### config.mk
export PLATFORM = sky130hd
export DESIGN_NAME = i2c_master_byte_engine_flat
export DESIGN_NICKNAME = d
export VERILOG_FILES = /design/src/sv/i2cm_pkg.sv /design/src/sv/i2cm_if.sv /design/src/sv/i2c_master_byte_engine.sv /design/src/sv/i2cm_front.sv /design/src/sv/i2cm_back.sv /design/src/flat_wrapper.sv
export SDC_FILE = /design/constraint.sdc
export NUM_CORES = 1
export LEC_CHECK = 0
export ABC_AREA = 1
export BUFFER_PORTS_ARGS = -buffer_cell sky130_fd_sc_hd__buf_2
export CAP_MARGIN = 20
export CORE_MARGIN = 8
export CORE_UTILIZATION = 35
export CTS_CLUSTER_SIZE = 16
export DETAILED_ROUTE_END_ITERATION = 7
export GPL_TIMING_DRIVEN = 0
export PLACE_DENSITY = 0.59
export REMOVE_ABC_BUFFERS = 1
export SLEW_MARGIN = 20
export SYNTH_ARGS = -nofsm -noshare
export SYNTH_HDL_FRONTEND = slang
export SYNTH_SLANG_ARGS = --single-unit
### constraint.sdc
create_clock -name clk_i -period 3.25 [get_ports clk_i]
set_input_delay 0.325 -clock clk_i [delete_from_list [all_inputs] [get_ports clk_i]]
set_output_delay 0.325 -clock clk_i [all_outputs]
set_load 0.01 [all_outputs]
### src/sv/i2cm_pkg.sv
// Types and phase constants of the I2C master byte engine.
`default_nettype none

package i2cm_pkg;

  typedef enum logic [2:0] {
    OP_TICK      = 3'd0,
    OP_START     = 3'd1,
    OP_STOP      = 3'd2,
    OP_WRITE     = 3'd3,
    OP_READ_ACK  = 3'd4,
    OP_READ_NACK = 3'd5
  } op_e;

  typedef enum logic [1:0] {
    KIND_TICK = 2'd0,
    KIND_CMD  = 2'd1,
    KIND_NOP  = 2'd2
  } kind_e;

  // Position inside one write bit: data setup, clock high, clock low.
  typedef enum logic [1:0] {
    SLOT_DATA = 2'd0,
    SLOT_HIGH = 2'd1,
    SLOT_LOW  = 2'd2
  } slot_e;

  typedef struct packed {
    kind_e      kind;
    op_e        cmd;
    logic [7:0] data;
    logic       sda;
  } item_t;

  typedef struct packed {
    logic       scl;
    logic       sda_release;
    logic       busy_res;
    logic       done_res;
    logic [7:0] rx_byte;
    logic       ack_ok;
    logic       rejected;
  } result_t;

  localparam int unsigned PhaseW = 5;

  localparam logic [PhaseW-1:0] StopDataLow   = 5'd1;
  localparam logic [PhaseW-1:0] StopClkHigh   = 5'd2;
  localparam logic [PhaseW-1:0] StartDataHigh = 5'd1;
  localparam logic [PhaseW-1:0] StartClkHigh  = 5'd2;
  localparam logic [PhaseW-1:0] StartDataLow  = 5'd3;
  localparam logic [PhaseW-1:0] WrBitsEnd     = 5'd24;
  localparam logic [PhaseW-1:0] WrAckRelease  = 5'd25;
  localparam logic [PhaseW-1:0] WrAckHigh     = 5'd26;
  localparam logic [PhaseW-1:0] RdRelease     = 5'd1;
  localparam logic [PhaseW-1:0] RdBitsEnd     = 5'd18;
  localparam logic [PhaseW-1:0] RdFirstSample = 5'd4;
  localparam logic [PhaseW-1:0] RdAckDrive    = 5'd19;
  localparam logic [PhaseW-1:0] RdAckHigh     = 5'd20;

endpackage

`default_nettype wire

### src/sv/i2cm_if.sv
// Valid/ready channel interfaces for command words and result words.
`default_nettype none

interface i2cm_cmd_if;
  logic       valid;
  logic       ready;
  logic [2:0] op;
  logic [7:0] data_byte;
  logic       sda_in;

  modport source (output valid, output op, output data_byte, output sda_in, input ready);
  modport sink   (input valid, input op, input data_byte, input sda_in, output ready);
endinterface

interface i2cm_res_if;
  logic       valid;
  logic       ready;
  logic       scl;
  logic       sda_release;
  logic       busy_res;
  logic       done_res;
  logic [7:0] rx_byte;
  logic       ack_ok;
  logic       rejected;

  modport source (output valid, output scl, output sda_release, output busy_res,
                  output done_res, output rx_byte, output ack_ok, output rejected,
                  input ready);
  modport sink   (input valid, input scl, input sda_release, input busy_res,
                  input done_res, input rx_byte, input ack_ok, input rejected,
                  output ready);
endinterface

`default_nettype wire

### src/sv/i2c_master_byte_engine.sv
// A result word is registered after its command word has passed through the queue.
// Throughput: one word per cycle while output is ready; one sequencer step per word.
// While output stalls the queue absorbs QueueDepth words and the result register
// one more; after that input stalls. Reset (rst_ni low, asynchronous): queue and
// result register empty, sequencer idle, SCL and SDA released, shift register and
// ack flag cleared.
`default_nettype none

module i2c_master_byte_engine #(
  // Queue depth between classifier and sequencer; at least 2.
  parameter int unsigned QueueDepth = 2
) (
  input  wire logic  clk_i,
  input  wire logic  rst_ni,
  i2cm_cmd_if.sink   in_i,
  i2cm_res_if.source out_o
);

  // Queue head handed from the front end to the sequencer.
  i2cm_pkg::item_t head;
  logic            head_valid;
  logic            pop;

  // Front end: accept command words, turn the raw op code into a kind
  // (tick, command, or no-op for codes that mean nothing) and buffer them.
  i2cm_front #(
    .Depth(QueueDepth)
  ) u_front (
    .clk_i       (clk_i),
    .rst_ni      (rst_ni),
    .cmd_i       (in_i),
    .head_o      (head),
    .head_valid_o(head_valid),
    .pop_i       (pop)
  );

  // Back end: one step of the start, stop, write or read sequence per tick
  // word, rejection of commands while a sequence runs, and the result
  // register that drives the output channel.
  i2cm_back u_back (
    .clk_i       (clk_i),
    .rst_ni      (rst_ni),
    .head_i      (head),
    .head_valid_i(head_valid),
    .pop_o       (pop),
    .res_o       (out_o)
  );

endmodule

`default_nettype wire

### src/sv/i2cm_front.sv
// Front end: classifies command words and holds them in a small queue.
`default_nettype none

module i2cm_front #(
  parameter int unsigned Depth = 2
) (
  input  wire logic           clk_i,
  input  wire logic           rst_ni,
  i2cm_cmd_if.sink            cmd_i,
  output i2cm_pkg::item_t     head_o,
  output logic                head_valid_o,
  input  wire logic           pop_i
);

  localparam int unsigned PtrW = $clog2(Depth);
  localparam int unsigned CntW = $clog2(Depth + 1);

  i2cm_pkg::item_t item_in;
  i2cm_pkg::item_t mem_q [Depth];
  logic [PtrW-1:0] wr_ptr_q, wr_ptr_d;
  logic [PtrW-1:0] rd_ptr_q, rd_ptr_d;
  logic [CntW-1:0] count_q, count_d;
  logic            push;

  // Classify the raw op code; codes without meaning become no-ops.
  always_comb begin
    item_in.data = cmd_i.data_byte;
    item_in.sda  = cmd_i.sda_in;
    item_in.cmd  = i2cm_pkg::OP_TICK;
    case (cmd_i.op)
      i2cm_pkg::OP_TICK: begin
        item_in.kind = i2cm_pkg::KIND_TICK;
      end
      i2cm_pkg::OP_START: begin
        item_in.kind = i2cm_pkg::KIND_CMD;
        item_in.cmd  = i2cm_pkg::OP_START;
      end
      i2cm_pkg::OP_STOP: begin
        item_in.kind = i2cm_pkg::KIND_CMD;
        item_in.cmd  = i2cm_pkg::OP_STOP;
      end
      i2cm_pkg::OP_WRITE: begin
        item_in.kind = i2cm_pkg::KIND_CMD;
        item_in.cmd  = i2cm_pkg::OP_WRITE;
      end
      i2cm_pkg::OP_READ_ACK: begin
        item_in.kind = i2cm_pkg::KIND_CMD;
        item_in.cmd  = i2cm_pkg::OP_READ_ACK;
      end
      i2cm_pkg::OP_READ_NACK: begin
        item_in.kind = i2cm_pkg::KIND_CMD;
        item_in.cmd  = i2cm_pkg::OP_READ_NACK;
      end
      default: begin
        item_in.kind = i2cm_pkg::KIND_NOP;
      end
    endcase
  end

  assign cmd_i.ready  = (count_q != CntW'(Depth));
  assign push         = cmd_i.valid && cmd_i.ready;
  assign head_valid_o = (count_q != '0);
  assign head_o       = mem_q[rd_ptr_q];

  always_comb begin
    wr_ptr_d = wr_ptr_q;
    rd_ptr_d = rd_ptr_q;
    count_d  = count_q;
    if (push) begin
      wr_ptr_d = (wr_ptr_q == PtrW'(Depth - 1)) ? '0 : wr_ptr_q + 1'b1;
    end
    if (pop_i) begin
      rd_ptr_d = (rd_ptr_q == PtrW'(Depth - 1)) ? '0 : rd_ptr_q + 1'b1;
    end
    if (push && !pop_i) begin
      count_d = count_q + 1'b1;
    end else if (pop_i && !push) begin
      count_d = count_q - 1'b1;
    end
  end

  always_ff @(posedge clk_i or negedge rst_ni) begin
    if (!rst_ni) begin
      wr_ptr_q <= '0;
      rd_ptr_q <= '0;
      count_q  <= '0;
    end else begin
      wr_ptr_q <= wr_ptr_d;
      rd_ptr_q <= rd_ptr_d;
      count_q  <= count_d;
    end
  end

  always_ff @(posedge clk_i) begin
    if (push) begin
      mem_q[wr_ptr_q] <= item_in;
    end
  end

endmodule

`default_nettype wire

### src/sv/i2cm_back.sv
// Back end: the bit sequencer and the result word register.
`default_nettype none

module i2cm_back (
  input  wire logic           clk_i,
  input  wire logic           rst_ni,
  input  wire i2cm_pkg::item_t head_i,
  input  wire logic           head_valid_i,
  output logic                pop_o,
  i2cm_res_if.source          res_o
);

  i2cm_pkg::op_e                   cmd_q, cmd_d;
  logic [i2cm_pkg::PhaseW-1:0]     phase_q, phase_d, p;
  i2cm_pkg::slot_e                 slot_q, slot_d;
  logic [7:0]                      shift_q, shift_d;
  logic                            scl_q, scl_d;
  logic                            sda_q, sda_d;
  logic                            ack_q, ack_d;
  logic                            fin;
  i2cm_pkg::result_t               res_d, res_q;
  logic                            out_valid_q;

  // Take the next word whenever the result register is free or drains.
  assign pop_o = head_valid_i && (!out_valid_q || res_o.ready);
  assign p     = phase_q + 1'b1;

  always_comb begin
    cmd_d   = cmd_q;
    phase_d = phase_q;
    slot_d  = slot_q;
    shift_d = shift_q;
    scl_d   = scl_q;
    sda_d   = sda_q;
    ack_d   = ack_q;
    fin     = 1'b0;
    res_d   = '0;

    if (pop_o) begin
      case (head_i.kind)
        i2cm_pkg::KIND_CMD: begin
          if (cmd_q != i2cm_pkg::OP_TICK) begin
            res_d.rejected = 1'b1;
          end else begin
            cmd_d   = head_i.cmd;
            phase_d = '0;
            slot_d  = i2cm_pkg::SLOT_DATA;
            shift_d = (head_i.cmd == i2cm_pkg::OP_WRITE) ? head_i.data : 8'h00;
          end
        end
        i2cm_pkg::KIND_TICK: begin
          if (cmd_q != i2cm_pkg::OP_TICK) begin
            phase_d = p;
            case (cmd_q)
              i2cm_pkg::OP_START: begin
                if (p == i2cm_pkg::StartDataHigh) begin
                  sda_d = 1'b1;
                end else if (p == i2cm_pkg::StartClkHigh) begin
                  scl_d = 1'b1;
                end else if (p == i2cm_pkg::StartDataLow) begin
                  sda_d = 1'b0;
                end else begin
                  scl_d = 1'b0;
                  fin   = 1'b1;
                end
              end
              i2cm_pkg::OP_STOP: begin
                if (p == i2cm_pkg::StopDataLow) begin
                  sda_d = 1'b0;
                end else if (p == i2cm_pkg::StopClkHigh) begin
                  scl_d = 1'b1;
                end else begin
                  sda_d = 1'b1;
                  fin   = 1'b1;
                end
              end
              i2cm_pkg::OP_WRITE: begin
                if (p <= i2cm_pkg::WrBitsEnd) begin
                  case (slot_q)
                    i2cm_pkg::SLOT_DATA: begin
                      sda_d   = shift_q[7];
                      shift_d = {shift_q[6:0], 1'b0};
                      slot_d  = i2cm_pkg::SLOT_HIGH;
                    end
                    i2cm_pkg::SLOT_HIGH: begin
                      scl_d  = 1'b1;
                      slot_d = i2cm_pkg::SLOT_LOW;
                    end
                    default: begin
                      scl_d  = 1'b0;
                      slot_d = i2cm_pkg::SLOT_DATA;
                    end
                  endcase
                end else if (p == i2cm_pkg::WrAckRelease) begin
                  sda_d = 1'b1;
                end else if (p == i2cm_pkg::WrAckHigh) begin
                  scl_d = 1'b1;
                end else begin
                  ack_d = !head_i.sda;
                  scl_d = 1'b0;
                  fin   = 1'b1;
                end
              end
              i2cm_pkg::OP_READ_ACK, i2cm_pkg::OP_READ_NACK: begin
                if (p == i2cm_pkg::RdRelease) begin
                  sda_d = 1'b1;
                end else if (p <= i2cm_pkg::RdBitsEnd) begin
                  if (!p[0]) begin
                    scl_d = 1'b0;
                    if (p >= i2cm_pkg::RdFirstSample) begin
                      shift_d = {shift_q[6:0], head_i.sda};
                    end
                  end else begin
                    scl_d = 1'b1;
                  end
                end else if (p == i2cm_pkg::RdAckDrive) begin
                  sda_d = (cmd_q != i2cm_pkg::OP_READ_ACK);
                end else if (p == i2cm_pkg::RdAckHigh) begin
                  scl_d = 1'b1;
                end else begin
                  scl_d = 1'b0;
                  fin   = 1'b1;
                end
              end
              default: ;
            endcase
          end
        end
        default: ;
      endcase
    end

    if (fin) begin
      res_d.done_res = 1'b1;
      if (cmd_q == i2cm_pkg::OP_WRITE) begin
        res_d.ack_ok = ack_d;
      end
      if (cmd_q == i2cm_pkg::OP_READ_ACK || cmd_q == i2cm_pkg::OP_READ_NACK) begin
        res_d.rx_byte = shift_d;
      end
      cmd_d   = i2cm_pkg::OP_TICK;
      phase_d = '0;
    end

    res_d.scl         = scl_d;
    res_d.sda_release = sda_d;
    res_d.busy_res    = (cmd_d != i2cm_pkg::OP_TICK);
  end

  always_ff @(posedge clk_i or negedge rst_ni) begin
    if (!rst_ni) begin
      cmd_q       <= i2cm_pkg::OP_TICK;
      phase_q     <= '0;
      slot_q      <= i2cm_pkg::SLOT_DATA;
      shift_q     <= '0;
      scl_q       <= 1'b1;
      sda_q       <= 1'b1;
      ack_q       <= 1'b0;
      out_valid_q <= 1'b0;
    end else begin
      cmd_q   <= cmd_d;
      phase_q <= phase_d;
      slot_q  <= slot_d;
      shift_q <= shift_d;
      scl_q   <= scl_d;
      sda_q   <= sda_d;
      ack_q   <= ack_d;
      if (pop_o) begin
        out_valid_q <= 1'b1;
      end else if (res_o.ready) begin
        out_valid_q <= 1'b0;
      end
    end
  end

  always_ff @(posedge clk_i) begin
    if (pop_o) begin
      res_q <= res_d;
    end
  end

  assign res_o.valid       = out_valid_q;
  assign res_o.scl         = res_q.scl;
  assign res_o.sda_release = res_q.sda_release;
  assign res_o.busy_res    = res_q.busy_res;
  assign res_o.done_res    = res_q.done_res;
  assign res_o.rx_byte     = res_q.rx_byte;
  assign res_o.ack_ok      = res_q.ack_ok;
  assign res_o.rejected    = res_q.rejected;

endmodule

`default_nettype wire

### src/flat_wrapper.sv
// flat-port wrapper written by rule: the top's interface ports become plain ports
module i2c_master_byte_engine_flat 
#(
                                                              
  parameter int unsigned QueueDepth = 2
)
  (clk_i, rst_ni, in_i_valid, in_i_op, in_i_data_byte, in_i_sda_in, in_i_ready, out_o_valid, out_o_scl, out_o_sda_release, out_o_busy_res, out_o_done_res, out_o_rx_byte, out_o_ack_ok, out_o_rejected, out_o_ready);
  i2cm_cmd_if in_i_i ();
  i2cm_res_if out_o_i ();
  input  wire logic clk_i;
  input  wire logic rst_ni;
  input wire logic [$bits(in_i_i.valid)-1:0] in_i_valid;
  input wire logic [$bits(in_i_i.op)-1:0] in_i_op;
  input wire logic [$bits(in_i_i.data_byte)-1:0] in_i_data_byte;
  input wire logic [$bits(in_i_i.sda_in)-1:0] in_i_sda_in;
  output wire logic [$bits(in_i_i.ready)-1:0] in_i_ready;
  output wire logic [$bits(out_o_i.valid)-1:0] out_o_valid;
  output wire logic [$bits(out_o_i.scl)-1:0] out_o_scl;
  output wire logic [$bits(out_o_i.sda_release)-1:0] out_o_sda_release;
  output wire logic [$bits(out_o_i.busy_res)-1:0] out_o_busy_res;
  output wire logic [$bits(out_o_i.done_res)-1:0] out_o_done_res;
  output wire logic [$bits(out_o_i.rx_byte)-1:0] out_o_rx_byte;
  output wire logic [$bits(out_o_i.ack_ok)-1:0] out_o_ack_ok;
  output wire logic [$bits(out_o_i.rejected)-1:0] out_o_rejected;
  input wire logic [$bits(out_o_i.ready)-1:0] out_o_ready;
  assign in_i_i.valid = in_i_valid;
  assign in_i_i.op = in_i_op;
  assign in_i_i.data_byte = in_i_data_byte;
  assign in_i_i.sda_in = in_i_sda_in;
  assign in_i_ready = in_i_i.ready;
  assign out_o_valid = out_o_i.valid;
  assign out_o_scl = out_o_i.scl;
  assign out_o_sda_release = out_o_i.sda_release;
  assign out_o_busy_res = out_o_i.busy_res;
  assign out_o_done_res = out_o_i.done_res;
  assign out_o_rx_byte = out_o_i.rx_byte;
  assign out_o_ack_ok = out_o_i.ack_ok;
  assign out_o_rejected = out_o_i.rejected;
  assign out_o_i.ready = out_o_ready;
  i2c_master_byte_engine #(.QueueDepth(QueueDepth)) u_core (.clk_i(clk_i), .rst_ni(rst_ni), .in_i(in_i_i), .out_o(out_o_i));
endmodule
==> results of run 1 <==
-- through the flow --
step	utilization, %	hold WS, ps	setup slack, ps	cells
floorplan	-	29.4	1030	472
global placement	38.6	391	489	643
detailed placement	38.7	404	455	643
CTS	40.7	19.1	435	659
global route	40.8	36.2	181	659
finish	40.8	-6.35	486	659
-- kinds of logic (layout without fill, tap and decap cells) --
family                     count (synthesis)  in the layout
adders and majority gates                  6              6
xor gates and xnor gates                   3              3
AOI/OAI and AO/OA                         57             57
muxes                                      1              1
and+or+nand+nor                          256            256
DFF                                       68             68
buffers and inverters                     88            128
-- how the worst min path moves through the flow --
stage	startpoint	endpoint	depth (start not counted)
detailed placement	rst_ni	u_core.u_front.count_q[1]	1
finish	rst_ni	u_core.u_back.phase_q[3]	1
global route	rst_ni	u_core.u_back.phase_q[4]	1
global placement	rst_ni	u_core.u_front.count_q[1]	1
CTS	rst_ni	u_core.u_back.phase_q[4]	1
floorplan	rst_ni	u_core.u_back.ack_q	0
-- worst reg2reg max path: stages, from the launching register on --
cell	delay [ps]
dfrtp_1	640
inv_2	260
nand2_1	170
o21ai_4	100
nor2_1	770
o21ai_0	210
inv_1	90
nand2_1	60
nand2_1	50
nand2_1	70
a21oi_2	200
-- flip-flops by register name, indices dropped and copies added (netlist names), 2 cells and up --
register / flops
u_core.u_back.res_o.rx_byte: 8
u_core.u_back.slot_q: 2
u_core.u_back.shift_q: 8
u_core.u_front.mem_q: 28
u_core.u_back.phase_q: 5
u_core.u_back.cmd_q: 3
u_core.u_front.count_q: 2
-- power by group --
| group | internal (W) | switching (W) | leakage (nW) |
|---|---|---|---|
| Clock | 0.000438 | 0.000358 | 0.112 |
| Combinational | 0.000388 | 0.000929 | 1.33 |
| Sequential | 0.00119 | 0.000142 | 0.701 |
-- final cells by class --
class	instances	area [um^2]	share of cell area, %
tap	140	175	3.95
clock inverter	7	98.8	2.23
timing repair buffer	31	155	3.50
inverter	81	307	6.91
clock buffer	9	124	2.79
multi-input combinational	323	1660	37.5
sequential	68	1910	43.1
-- per-layer routing --
| layer | GRT usage, % | part of all wire, % | up-vias |
|---|---|---|---|
| li1 | - | - | 1619 |
| met1 | 16.8 | 48 | 1432 |
| met2 | 19.4 | 46 | 69 |
| met3 | 3.10 | 5.1 | 5 |
| met4 | 4.93 | 0.91 | 0 |
| met5 | 0 | 0 | - |
-- cells in the final DEF, fill, tap and decap left out, types with 2 or more instances in the layout --
cell	instances
a21oi_1	11
a21oi_2	3
a22oi_1	3
a31oi_1	3
buf_2	31
bufinv_16	2
clkbuf_8	9
clkinv_4	2
dfrtp_1	24
dfstp_2	2
edfxtp_1	42
ha_1	6
inv_1	70
inv_2	10
inv_6	2
nand2_1	161
nand2_2	5
nand2_4	4
nand3_1	30
nand3_4	2
nand4_1	12
nor2_1	19
nor2_2	9
nor3_1	6
nor3_4	2
o211ai_1	4
o21ai_0	22
o21ai_1	5
xnor2_1	2
==> metrics.csv, run 1 <==
metric,value,unit
timing.slew.headroom,34.8,%
finalHoldViolations,7,
cts_hold_buf,0,
cp-end-kind,flop,
hold_slack,-6.35,ps
clk_latency,350,ps
r2r_cells,10,
wl_per_cell,13.3,um
post_cts_buffers,0,
yosys.area_share.simple,30.5,%
n_antenna_cell,0,
tightestPinTransition,975,ps
cts_buffer_depth,2,
r2r-end,u_core.u_back.res_o.rx_byte[5],
critPathBufInv,2,
synth_warnings,0,
wl,8760,um
p_leak,2.15,nW
fp.dieH,122,um
synth.top_cells.by_count,"161 x nand2_1, 70 x inv_1, 42 x edfxtp_1",
drv_cap,0,
hold_path_class,in2async,
dpl.hpwl,6240,um
worstPathArrival,2950,ps
ios,32,
grt_max_degree,27,
violations,negative hold slack,
area_growth,13.5,%
grt_pass1_wl,14800,um
status,finished with violations,
synth_cells,479,
cts_buffers,9,
cp_data_required_time,3440,ps
p_per_area,776,nW/um^2
overflow,0,
crit_path_cell_trace,inv_2 -> nand2_1 -> o21ai_4 -> nor2_1 -> o21ai_0 -> inv_1 -> nand2_1 -> nand2_1 -> nand2_1 -> a21oi_2,
cts_root_buf,clkbuf_8,
netlist_area,3910,um^2
core-area,10900,um^2
peakVddDrop,0.314,mV
first_global_vias,2993,
r2r-start,u_core.u_front.rd_ptr_q,
synth_compound_area_share,9.02,%
drive_above_1_share,17.9,%
tns,0,ps
setup_viol,0,
port_buffers,31,
rsz0062_at_grt,no,
crit_end,u_core.u_back.res_o.rx_byte[5],
crit_top_cell,nand2_1,
stdcell_area,4440,um^2
synth_edf_count,42,
slew_violations,0,
row_count,38,
die_area,14800,um^2
grt_usage,12.6,%
crit_start,u_core.u_front.rd_ptr_q,
timing.final.crit_share,85.0,%
cpLargestDelayFamily,simple AND/OR/NAND/NOR gates,
die_w,122,um
critical_path_depth,10,
yosysMostFrequentCell,nand2_1,
antenna_found_initial,0,
ys_types,43,
netlist_top_cells_area,"edfxtp_1 32%, nand2_1 15%, dfrtp_1 15%",
r2r_slack,490,ps
first_pass_iters,5,
synth-seq-cells,68,
layout.nets,536,
fillerInstances,1083,
start_kind,flop,
synth_ff_type,edfxtp_1,
yosysTopAreaCellShare,32.3,%
power,0.00344,W
crit_path_max_incr_delay,770,ps
vias,3125,
detail-route-antenna-nets,0,
htreeDepth,3,
gp_congestion,0.863,
period_minus_slack,2760,ps
clkTransAtPathRegs,80,ps
dpl_cell_area,4210,um^2
drc,0,
synth_fa_ha_area_share,1.92,%
start_util,35.9,%
synth_area_leader_cell,edfxtp_1,
synth_top_family_by_area,simple AND/OR/NAND/NOR gates,
yosysSeqAreaShare,49.0,%
critPathMaxFanout,16,
cts_tree,built,
drt_iter0_drc,199,
worstSetupPathType,reg2reg,
post_cts_resized,0,
fmax,362,MHz
synthMuxAreaShare,0.256,%
synthXorXnorAreaFrac,0.672,%
async_flop_share,38.2,%
clock-sinks,68,
vias_per_cell,4.74,
clock_skew,11.0,ps
cpMaxStageDelayCell,nor2_1,
syn-mean-instance-area,8.16,um^2
Note: power is estimated with default switching activity, not from simulation.
==> inputs of run 2 (changes only) <==
- RECOVER_POWER: not set -> 50
==> run 2 against run 1 <==
  * The flow finishes with violations (max-capacitance violations, max-slew violations)
  * Count of clock-buffer cells in the layout unchanged
  * Hold slack better by 160 ps
  * Combinational power about the same
  * Sequential cell count unchanged
  * Clock power up 0.8%
  * Die area unchanged
  * Sequential share of layout area up 0.31 points
  * Cell area down 0.70%
  * Sequential power about the same
  * Critical path type unchanged
==> metrics.csv, run 2 (same netlist as run 1, synthesis figures left out) <==
metric,value,unit,change
status,finished with violations,,
violations,"max-capacitance violations, max-slew violations",,
cts_hold_buf,0,,unchanged
crit_start,u_core.u_front.rd_ptr_q,,
layout.nets,536,,unchanged
detail-route-antenna-nets,0,,unchanged
row_count,38,,unchanged
post_cts_buffers,0,,unchanged
area_growth,12.7,%,
layout_commonest_cell,nand2_1,,
largest_reg_flops,28,,unchanged
cp_data_required_time,3450,ps,about the same
crit_top_cell,nand2_1,,
clkTransAtPathRegs,80,ps,about the same
clock-sinks,68,,unchanged
dpl.hpwl,6240,um,unchanged
stdcell_area,4410,um^2,-0.70%
clock_skew,10.0,ps,-0.939 ps
cpLargestDelayFamily,simple AND/OR/NAND/NOR gates,,
post_cts_resized,0,,unchanged
gp_congestion,0.863,,unchanged
critPathBufInv,2,,unchanged
drt_iter0_drc,143,,-28%
timing.slew.headroom,-2.99,%,-38 points
first_pass_iters,4,,-1
r2r_cells,10,,unchanged
cts_tree,built,,
overflow,0,,unchanged
crit_path_cell_trace,inv_2 -> nand2_1 -> o21ai_4 -> nor2_1 -> o21ai_0 -> inv_1 -> nand2_1 -> nand2_1 -> nand2_1 -> a21oi_2,,
core-area,10900,um^2,unchanged
wl_per_cell,13.4,um,+0.83%
vias,3119,,-0.19%
htreeDepth,3,,unchanged
worstSetupPathType,reg2reg,,
wl,8840,um,+0.83%
hold_path_class,in2reg,,
period_minus_slack,2750,ps,-14.9 ps
tns,0,ps,unchanged
cts_buffer_depth,2,,unchanged
finalHoldViolations,0,,-7
tightestPinTransition,1540,ps,+570 ps
peakVddDrop,0.317,mV,+0.92%
grt_usage,12.6,%,unchanged
cpMaxStageDelayCell,nor2_1,,
n_antenna_cell,0,,unchanged
crit_end,u_core.u_back.res_o.rx_byte[5],,
first_global_vias,2993,,unchanged
cp-end-kind,flop,,
final_cell_mix,"161 x nand2_1, 70 x inv_1, 42 x edfxtp_1",,
r2r-end,u_core.u_back.res_o.rx_byte[5],,
start_kind,flop,,
r2r-start,u_core.u_front.rd_ptr_q,,
dpl_cell_area,4210,um^2,unchanged
grt_pass1_wl,14800,um,unchanged
drive_above_1_share,13.5,%,-4.4 points
setup_viol,0,,unchanged
antenna_found_initial,0,,unchanged
drv_cap,1,,+1
crit_path_max_incr_delay,760,ps,about the same
critPathMaxFanout,16,,unchanged
timing.final.crit_share,84.6,%,-0.46 points
fp.dieH,122,um,unchanged
cts_root_buf,clkbuf_8,,
fmax,364,MHz,+0.54%
port_buffers,31,,unchanged
die_area,14800,um^2,unchanged
p_per_area,778,nW/um^2,+0.31%
vias_per_cell,4.73,,-0.19%
start_util,35.9,%,unchanged
r2r_slack,500,ps,about the same
critical_path_depth,10,,unchanged
drc,0,,unchanged
slew_violations,27,,+27
fillerInstances,1085,,+0.18%
p_leak,2.09,nW,-2.7%
clk_latency,350,ps,about the same
ios,32,,unchanged
grt_max_degree,27,,unchanged
worstPathArrival,2950,ps,about the same
rsz0062_at_grt,no,,
die_w,122,um,unchanged
cts_buffers,9,,unchanged
regMostFlops,u_core.u_front.mem_q,,
## run 2: cell count changes in the layout (fill, tap and decap cells not counted), sizes merged
cell,delta
buf,-21
clkbuf,+21
## run 2: final cells by class
cell class / count / area (um^2) / area share (%)
clock inverter: 7 / 98.8 / 2.24
tap: 140 / 175 / 3.98
inverter: 81 / 307 / 6.96
multi-input combinational: 323 / 1660 / 37.6
timing repair buffer: 31 / 129 / 2.92
sequential: 68 / 1910 / 43.4
clock buffer: 9 / 124 / 2.81
## run 2: worst min-delay path by stage
stage | start | end | slack, ps | cells past startpoint
3_3_place_gp | rst_ni | u_core.u_front.count_q[1] | 390 | 1
5_1_grt | in_i_data_byte[1] | u_core.u_front.mem_q[0][2] | 140 | 1
4_1_cts | rst_ni | u_core.u_back.phase_q[4] | 20 | 1
3_5_place_dp | rst_ni | u_core.u_front.count_q[1] | 400 | 1
2_1_floorplan | rst_ni | u_core.u_back.ack_q | 30 | 0
6_report | in_i_data_byte[3] | u_core.u_front.mem_q[0][4] | 160 | 1
## run 2: per-stage QoR
step / setup slack (ps) / util (%) / power, W / cells / hold WS [ps]
floorplan: 1030 / - / 0.00228 / 472 / 29.4
global placement: 489 / 38.6 / 0.00264 / 643 / 391
detailed placement: 455 / 38.7 / 0.00267 / 643 / 404
CTS: 435 / 40.7 / 0.00348 / 659 / 19.1
global route: 181 / 40.5 / 0.00369 / 659 / 138
finish: 501 / 40.5 / 0.00343 / 659 / 158
## run 2: worst register-to-register path, cell delays in order, from the launching register on
cell     delay [ps]
dfrtp_1         640
inv_2           260
nand2_1         170
o21ai_4         100
nor2_1          760
o21ai_0         210
inv_1            90
nand2_1          60
nand2_1          50
nand2_1          70
a21oi_2         190
## run 2: metal layers
metal	up-vias	GRT usage, %	part of all wire [%]
met5	-	0	0
met4	0	4.93	1.5
met3	9	3.10	5.0
met2	72	19.4	46
met1	1421	16.8	48
li1	1617	-	-
## run 2: power by group
group	internal, W	switching (W)	total, W
clock	0.000438	0.000364	0.000802
sequential	0.00119	0.000142	0.00133
combinational	0.000368	0.000929	0.00130
total	0.00199	0.00143	0.00343
==> inputs of run 3 (changes only) <==
- clock period: 3.25 -> 2.8 ns (I/O delays scaled with it)
==> run 3 against run 2 <==
  * The flow still finishes with violations (max-capacitance violations, max-slew violations)
  * Global-route usage about the same
  * Fmax grew 8.4%
  * Routed wire length about the same
  * Sequential share of layout area is 0.12 points lower
  * Non-clock buffer count grew 1
  * Count of clock-buffer cells in the layout stayed put
  * Core utilization is 0.16 points higher
  * Final cell count is 0.15% higher
  * Cell area is 0.40% higher
  * Critical path depth grew 2
  * Sequential power rose by 17%
  * Critical path type unchanged
==> metrics.csv, run 3 (same netlist as run 1, synthesis figures left out) <==
metric,value,unit,change
detail-route-antenna-nets,0,,unchanged
cpLargestDelayFamily,simple AND/OR/NAND/NOR gates,,
hold_path_class,in2reg,,
drive_above_1_share,14.2,%,+0.74 points
gp_congestion,0.863,,unchanged
hold_slack,119,ps,-39.1 ps
layout.nets,537,,+0.19%
cts_root_buf,clkbuf_8,,
setup_viol,0,,unchanged
power,0.00398,W,+16%
n_antenna_cell,0,,unchanged
drc,0,,unchanged
clkTransAtPathRegs,80,ps,about the same
p_per_area,900,nW/um^2,+16%
first_global_vias,2999,,+0.20%
die_w,122,um,unchanged
tightestPinTransition,1570,ps,+23.8 ps
critPathMaxFanout,16,,unchanged
fillerInstances,1086,,+0.092%
finalHoldViolations,0,,unchanged
slew_violations,27,,unchanged
fp.dieH,122,um,unchanged
grt_pass1_wl,14800,um,about the same
worstSetupPathType,reg2reg,,
dpl.hpwl,6240,um,unchanged
vias_per_cell,4.76,,+0.62%
grt_usage,12.6,%,about the same
peakVddDrop,0.366,mV,+15%
worstPathArrival,2730,ps,-220 ps
crit_start,u_core.u_front.rd_ptr_q,,
ios,32,,unchanged
rsz0062_at_grt,no,,
die_area,14800,um^2,unchanged
tns,0,ps,unchanged
crit_top_cell,inv_2,,
regMostFlops,u_core.u_front.mem_q,,
layout_commonest_cell,nand2_1,,
violations,"max-capacitance violations, max-slew violations",,
row_count,38,,unchanged
grt_max_degree,27,,unchanged
wl_per_cell,13.4,um,-0.21%
final_cell_mix,"161 x nand2_1, 70 x inv_1, 42 x edfxtp_1",,
drv_cap,1,,unchanged
start_kind,flop,,
clock-sinks,68,,unchanged
cpMaxStageDelayCell,dfrtp_2,,
cts_buffer_depth,2,,unchanged
vias,3143,,+0.77%
largest_reg_flops,28,,unchanged
htreeDepth,3,,unchanged
critPathBufInv,4,,+2
status,finished with violations,,
start_util,35.9,%,unchanged
r2r-start,u_core.u_front.rd_ptr_q,,
clock_skew,10.5,ps,+0.445 ps
cts_buffers,9,,unchanged
drt_iter0_drc,224,,+57%
overflow,0,,unchanged
crit_path_max_incr_delay,520,ps,-240 ps
cts_tree,built,,
period_minus_slack,2540,ps,-213 ps
antenna_found_initial,0,,unchanged
clk_latency,350,ps,about the same
hold_start,in_i_data_byte[3],,
first_pass_iters,5,,+1
crit_path_cell_trace,inv_2 -> nand2_1 -> o21ai_4 -> nor2_4 -> inv_2 -> nor3_2 -> nand2_1 -> inv_2 -> nand2_4 -> inv_4 -> nand2_4 -> a21oi_2,,
cp-end-kind,flop,,
timing.final.crit_share,90.6,%,+6.0 points
wl,8830,um,about the same
core-area,10900,um^2,unchanged
area_growth,13.2,%,
fmax,394,MHz,+8.4%
port_buffers,31,,unchanged
timing.slew.headroom,-4.58,%,-1.6 points
p_leak,2.09,nW,about the same
cp_data_required_time,2990,ps,-460 ps
-- run 3: changes by cell type in the layout (fill, tap and decap cells not counted) --
cell | before | now
dfrtp_2 | 0 | 2
dfrtp_1 | 24 | 22
dlygate4sd3_1 | 0 | 1
nor2_1 | 21 | 19
nor2_2 | 7 | 9
-- run 3: stage by stage --
step / setup slack [ps] / cell area [um^2] / util (%) / std cells
floorplan: 582 / 3880 / - / 472
global placement: 38.5 / 4210 / 38.6 / 643
detailed placement: 4.92 / 4210 / 38.7 / 643
CTS: 79.5 / 4450 / 40.9 / 660
global route: 45.2 / 4420 / 40.6 / 660
finish: 264 / 4420 / 40.6 / 660
-- run 3: area by class of cell --
| type | instances | area (um^2) | area share, % |
|---|---|---|---|
| inverters | 81 | 307 | 6.93 |
| clock inverters | 7 | 98.8 | 2.23 |
| flip-flops and latches | 68 | 1920 | 43.3 |
| multi-input cells | 323 | 1660 | 37.6 |
| clock buffers | 9 | 124 | 2.80 |
| well taps | 140 | 175 | 3.96 |
| repair buffers | 32 | 139 | 3.14 |
-- run 3: what timing repair did --
action,in CTS,in global routing
buffers inserted,0,0
cloned,0,0
setup endpoints to repair,1,9
hold endpoints to repair,24,0
hold buffers,1,0
gates resized for setup,1,3
-- run 3: worst paths after layout --
path,to,slack (ps),cells after the start
setup / recovery,u_core.u_back.res_o.rx_byte[5],260,12
hold / removal,u_core.u_front.mem_q[0][4],120,1
setup reg to reg,u_core.u_back.res_o.rx_byte[5],260,12
hold reg to reg,u_core.u_front.count_q[0],490,1
max in group asynchronous,u_core.u_front.rd_ptr_q,910,2
min in group asynchronous,u_core.u_back.phase_q[3],850,2
-- run 3: layer usage --
metal | vias to the layer above | track usage (%) | routed length (um)
met3 | 8 | 3.10 | 419
met4 | 0 | 4.93 | 96
li1 | 1620 | - | -
met1 | 1449 | 16.9 | 4270
met2 | 66 | 19.4 | 4050
met5 | - | 0 | 0
-- run 3: power by group --
group	total [W]	switching [W]	internal, W	leakage (nW)
clock network	0.000925	0.000417	0.000508	0.112
registers	0.00155	0.000164	0.00138	0.698
logic	0.00151	0.00108	0.000429	1.28
total	0.00398	0.00166	0.00232	2.09
